<file path="src/design/c8x_ram.sv">
`timescale 1ns / 1ps
module c8x_ram #(
    parameter int WIDTH = 8,
    parameter int DEPTH = 256
) (
    input  logic                     clk,
    input  logic                     we,
    input  logic [$clog2(DEPTH)-1:0] waddr,
    input  logic [WIDTH-1:0]         wdata,
    input  logic [$clog2(DEPTH)-1:0] raddr,
    output logic [WIDTH-1:0]         rdata
);

    logic [WIDTH-1:0] mem [DEPTH];

    always_ff @(posedge clk)
    begin
        if (we)
        begin
            mem[waddr] <= wdata;
        end
        rdata <= mem[raddr];
    end

endmodule

</file>
<file path="config.mk">
export PLATFORM = sky130hd
export DESIGN_NAME = c8x_ram
export DESIGN_NICKNAME = d
export VERILOG_FILES = /design/src/design/c8x_ram.sv
export SDC_FILE = /design/constraint.sdc
export NUM_CORES = 2
export LEC_CHECK = 0
export BUFFER_PORTS_ARGS = -buffer_cell sky130_fd_sc_hd__buf_2
export CAP_MARGIN = 20
export CORE_UTILIZATION = 54
export CTS_CLUSTER_SIZE = 8
export DETAILED_ROUTE_END_ITERATION = 7
export GPL_TIMING_DRIVEN = 0
export PLACE_DENSITY = 0.69
export RECOVER_POWER = 25
export SLEW_MARGIN = 5
export SYNTH_ARGS = -nofsm -noshare
export SYNTH_HDL_FRONTEND = slang
export SYNTH_SLANG_ARGS = --single-unit
</file>
<file path="constraint.sdc">
create_clock -name clk -period 2.4 [get_ports clk]
set_input_delay 0.24 -clock clk [delete_from_list [all_inputs] [get_ports clk]]
set_output_delay 0.24 -clock clk [all_outputs]
set_load 0.03 [all_outputs]
</file>
---- After elaboration in Yosys (flattened, before gate mapping) ----
Memories as Yosys holds them, arrays and structs flattened. A register that Yosys moved wholly into a read port is not among the register bits.
Cells that the tools add are included.
word-level totals
  bits in registers ....................... 0
  RAM bits ................................ 2,048
  input port bits ......................... 26
  output and inout port bits .............. 8
  logic and storage cells ................. 3
  memories kept ........................... 1
operators by class
  multiplexer cells ....................... 2
memories
  memory  depth  width  rd ports  clocked after memory_dff  write ports  line  text
  mem     256    8      1         1                         1            14    logic [WIDTH-1:0] mem [DEPTH];
operator list
  kind              number
  2-to-1 mux 1 bit  2

---- Logic depth before layout (Yosys ltp) ----
  word-level depth ........................ 2
  mapped depth ............................ 11
  mapped depth without buffers ............ 6

---- Worst setup path after synthesis ----
Ideal clock, no wire load.
  path kind ............................... input-to-reg
  start ................................... input port raddr[0]
  end ..................................... register rdata[2], read port of mem
  setup time .............................. 0.131 ns
  arrival time ............................ 2.047 ns
  required time ........................... 2.269 ns
  setup slack ............................. 0.222 ns
  stages on the path ...................... 9
  path buffers ............................ 4
  cell sequence ........................... buf_6 -> buf_12 -> buf_8 -> buf_2 -> mux4_2 -> a22oi_1 -> a21oi_1 -> nor4_1 -> nor4_2
RTL lines
  element          line  text
  start, declared  10    input logic [$clog2(DEPTH)-1:0] raddr,
  end, declared    11    output logic [WIDTH-1:0] rdata

==> impl_results.md <==
* Outcome: finished, violations left
* Violated checks: DRC, capacitance limit, slew limit, setup timing
* Post-synthesis simple-gate area fraction at 0.0263
* Initial antenna violation count at 14
* GR Util All Layers at 0.324
* Setup TNS Final at -40.35 ns
* Net Count, Synth at 3759
* Min Tclk post-route at 2.64 ns
* Avg Inst Size Synth at 21.3 sq um
* CTS Buf Count at 307
* Pwr/cell area at 884 nW/um^2
* Register clock-pin slew on the reported worst setup and hold paths at 0.05 ns
* Vias at 42900
* Root buf cell: clkbuf_16
* Static Leak at 0.0287 uW
* ANT nets after route at 0
* Drt total wl at 239 mm
* Worst path required time at 3.13 ns
* Max clock buf depth at 4
* Gp weighted congestion at 1.08
* Setup ws final at -0.242 ns
* Fillers at 9551
* Fmax at 0.379 GHz
* Startpoint Class: input pin
* Synthesized flop and latch total at 2056
* Final worst-path cycle share at 1.10
* Cells after Synth at 3733
* Hold Violations, Final at 0
* RSZ-0062 raised after global routing: true
* Crit-path max cell delay at 0.67 ns
* Clk sinks at 2056
* Syn. warnings at 0
* Buffers added on ports at 26
* Synth async-reset ratio at 0
* Slew @ Worst Pin at 2.34 ns
* Commonest non-fill, non-tap cell in the layout: edfxtp_1
* CP max-delay cell: a221oi_4
* Residual DRC at 2
* Relative slew slack at -0.559
* Die area at 149000 sq um
* Largest family of logic cells by synthesized area: multiplexers
* Critical path fanouts, max at 10
* Largest net degree at the start of global routing at 161
* Total of max-cap violations at 5
* Layout Nets at 4137
* Via density at 7.05
* H-tree depth at 5
* TritonRoute pass-1 iters at 8
* Number of global-route vias before repair at 42000
* CTS tree: built
* Sequential-to-total area share from yosys stat at 0.775
* Chip Height at 386 um
* Post-Syn Area at 79600 sq um
* Core outline area at 146000 sq um
* Synth Area in Adders at 0
* DR iter-0 viols at 7295
* Initial core utilization at 0.545
* Critical path class: input pin to flop
* Final Setup Violations at 744
* CP Capture Type: flop
* Hold Crit Class: input pin to flop
* Synth Flop Type: edfxtp_1
* Crit path DAT at 3.38 ns
* WL per Instance at 39.3 um
* Area Growth Syn to Fin at 16.2%
* CP Cell Sequence: buf_2, buf_4, buf_2, buf_2, mux4_2, a221oi_4, o32ai_4, nor3_4, nor4_4
* Commonest non-fill, non-tap cells in the layout: edfxtp_1 (2048), mux4_2 (455), clkbuf_16 (311)
* First-pass GRT wire length at 327 mm
* Max-slew violation total from the final report at 919
* Grt total ovfl at 0
* Synth Area in Compound Gates at 0.0342
* I/O pin cnt at 34
* FP Rows at 140
* Die Wd at 386 um
* Post-synthesis mux area share at 0.146
* CP dominant cell by count: buf_2
* Post-synth EDFFs at 2048
* Synth Area in XOR/XNOR at 0
* Worst Skew at 0.0528 ns
* DP HPWL at 154 mm
* Clk Latency, worst-skew pair at 0.94 ns
* Final Hold Slack at 0.168 ns
* Peak supply drop at 0.000734 V
* Share of layout cells above drive strength 1 at 0.310
* Number of library cell types mapped by synthesis at 55
==> synth_stat cells, types with 16 or more instances <==
library cell	number	share of area
buf_2	31	0.0020
o22ai_1	28	0.0022
nor2b_1	31	0.0024
buf_1	22	0.0010
clkbuf_1	111	0.0052
a211oi_1	16	0.0015
nor3_1	22	0.0014
nor4_1	24	0.0019
buf_6	21	0.0030
edfxtp_1	2048	0.77
a21oi_1	96	0.0060
mux4_2	454	0.13
mux2i_1	134	0.017
nand2_1	33	0.0016
nor2_1	282	0.013
buf_4	27	0.0025
a22oi_1	133	0.013
nand3_1	34	0.0021
o221ai_1	46	0.0051
==> kinds of logic (layout without fill, tap and decap cells) <==
family | count (synthesis) | count (layout)
buffers and inverters | 235 | 656
multiplexers | 591 | 591
AO/OA/AOI/OAI | 385 | 385
AND/OR/NAND/NOR | 466 | 466
other | 0 | 6
flip-flops | 2056 | 2056
==> metrics by stage <==
| step | setup WS, ns | cell area (sq um) | std cells | utilization | power [uW] |
|---|---|---|---|---|---|
| floorplan | 0.222 | 79600 | 3733 | - | 42300 |
| global placement | -2.72 | 82100 | 5676 | 0.563 | 44500 |
| detailed placement | -2.33 | 82700 | 5708 | 0.567 | 44600 |
| CTS | -0.191 | 92000 | 6069 | 0.631 | 81500 |
| global route | -0.173 | 92400 | 6073 | 0.634 | 83100 |
| finish | -0.242 | 92500 | 6077 | 0.634 | 81700 |
==> cell type report <==
class,count,area (sq um),area share
Antenna cell,6,15.0,0.000162
Buffer,231,1710,0.0185
Inverter,2,8.76,0.0000947
Multi-Input combinational cell,1442,17900,0.194
Clock buffer,341,7900,0.0854
Sequential cell,2056,61700,0.667
Tap cell,1917,2400,0.0259
Clock inverter,11,144,0.00156
Timing Repair Buffer,71,712,0.00770
==> where the power goes <==
group	leakage, uW	internal, uW	switching (uW)
sequential	0.0185	39700	23.9
combinational	0.00632	1430	3210
clock	0.00394	22900	14400
total	0.0287	64100	17700
==> flip-flops by register name, summed over array words and instances, names as in the netlist <==
signal and cells:
mem 2048, rdata 8
==> metal layers <==
metal,vias to the layer above,wire length [um],track usage
met4,8,15200,0.181
met2,3538,105000,0.467
li1,16400,-,-
met1,22200,85200,0.441
met5,-,60,0
met3,741,32900,0.104
==> worst paths after layout <==
check	start	endpoint	slack, ns	cells past startpoint
setup / recovery	raddr[1]	rdata[6]	-0.24	9
hold / removal	waddr[4]	mem[116][5]	0.17	3
setup reg to reg	mem[81][6]	rdata[6]	-0.19	6
hold reg to reg	mem[104][0]	rdata[0]	1.32	6
==> worst max-delay path, delay by kind of cell <==
| family | cells | cell delay [ns] |
|---|---|---|
| simple gates | 2 | 0.39 |
| mux | 1 | 0.40 |
| buf+inv | 4 | 1.37 |
| compound gates | 2 | 0.93 |
==> timing repair <==
item,in CTS,in global routing
pin swaps,14,20
hold endpoints to repair,792,0
resized for setup,355,143
endpoints found under the setup margin,1287,888
buffers inserted,4,3
hold buffers,8,0
(Power assumes the default switching activity.)
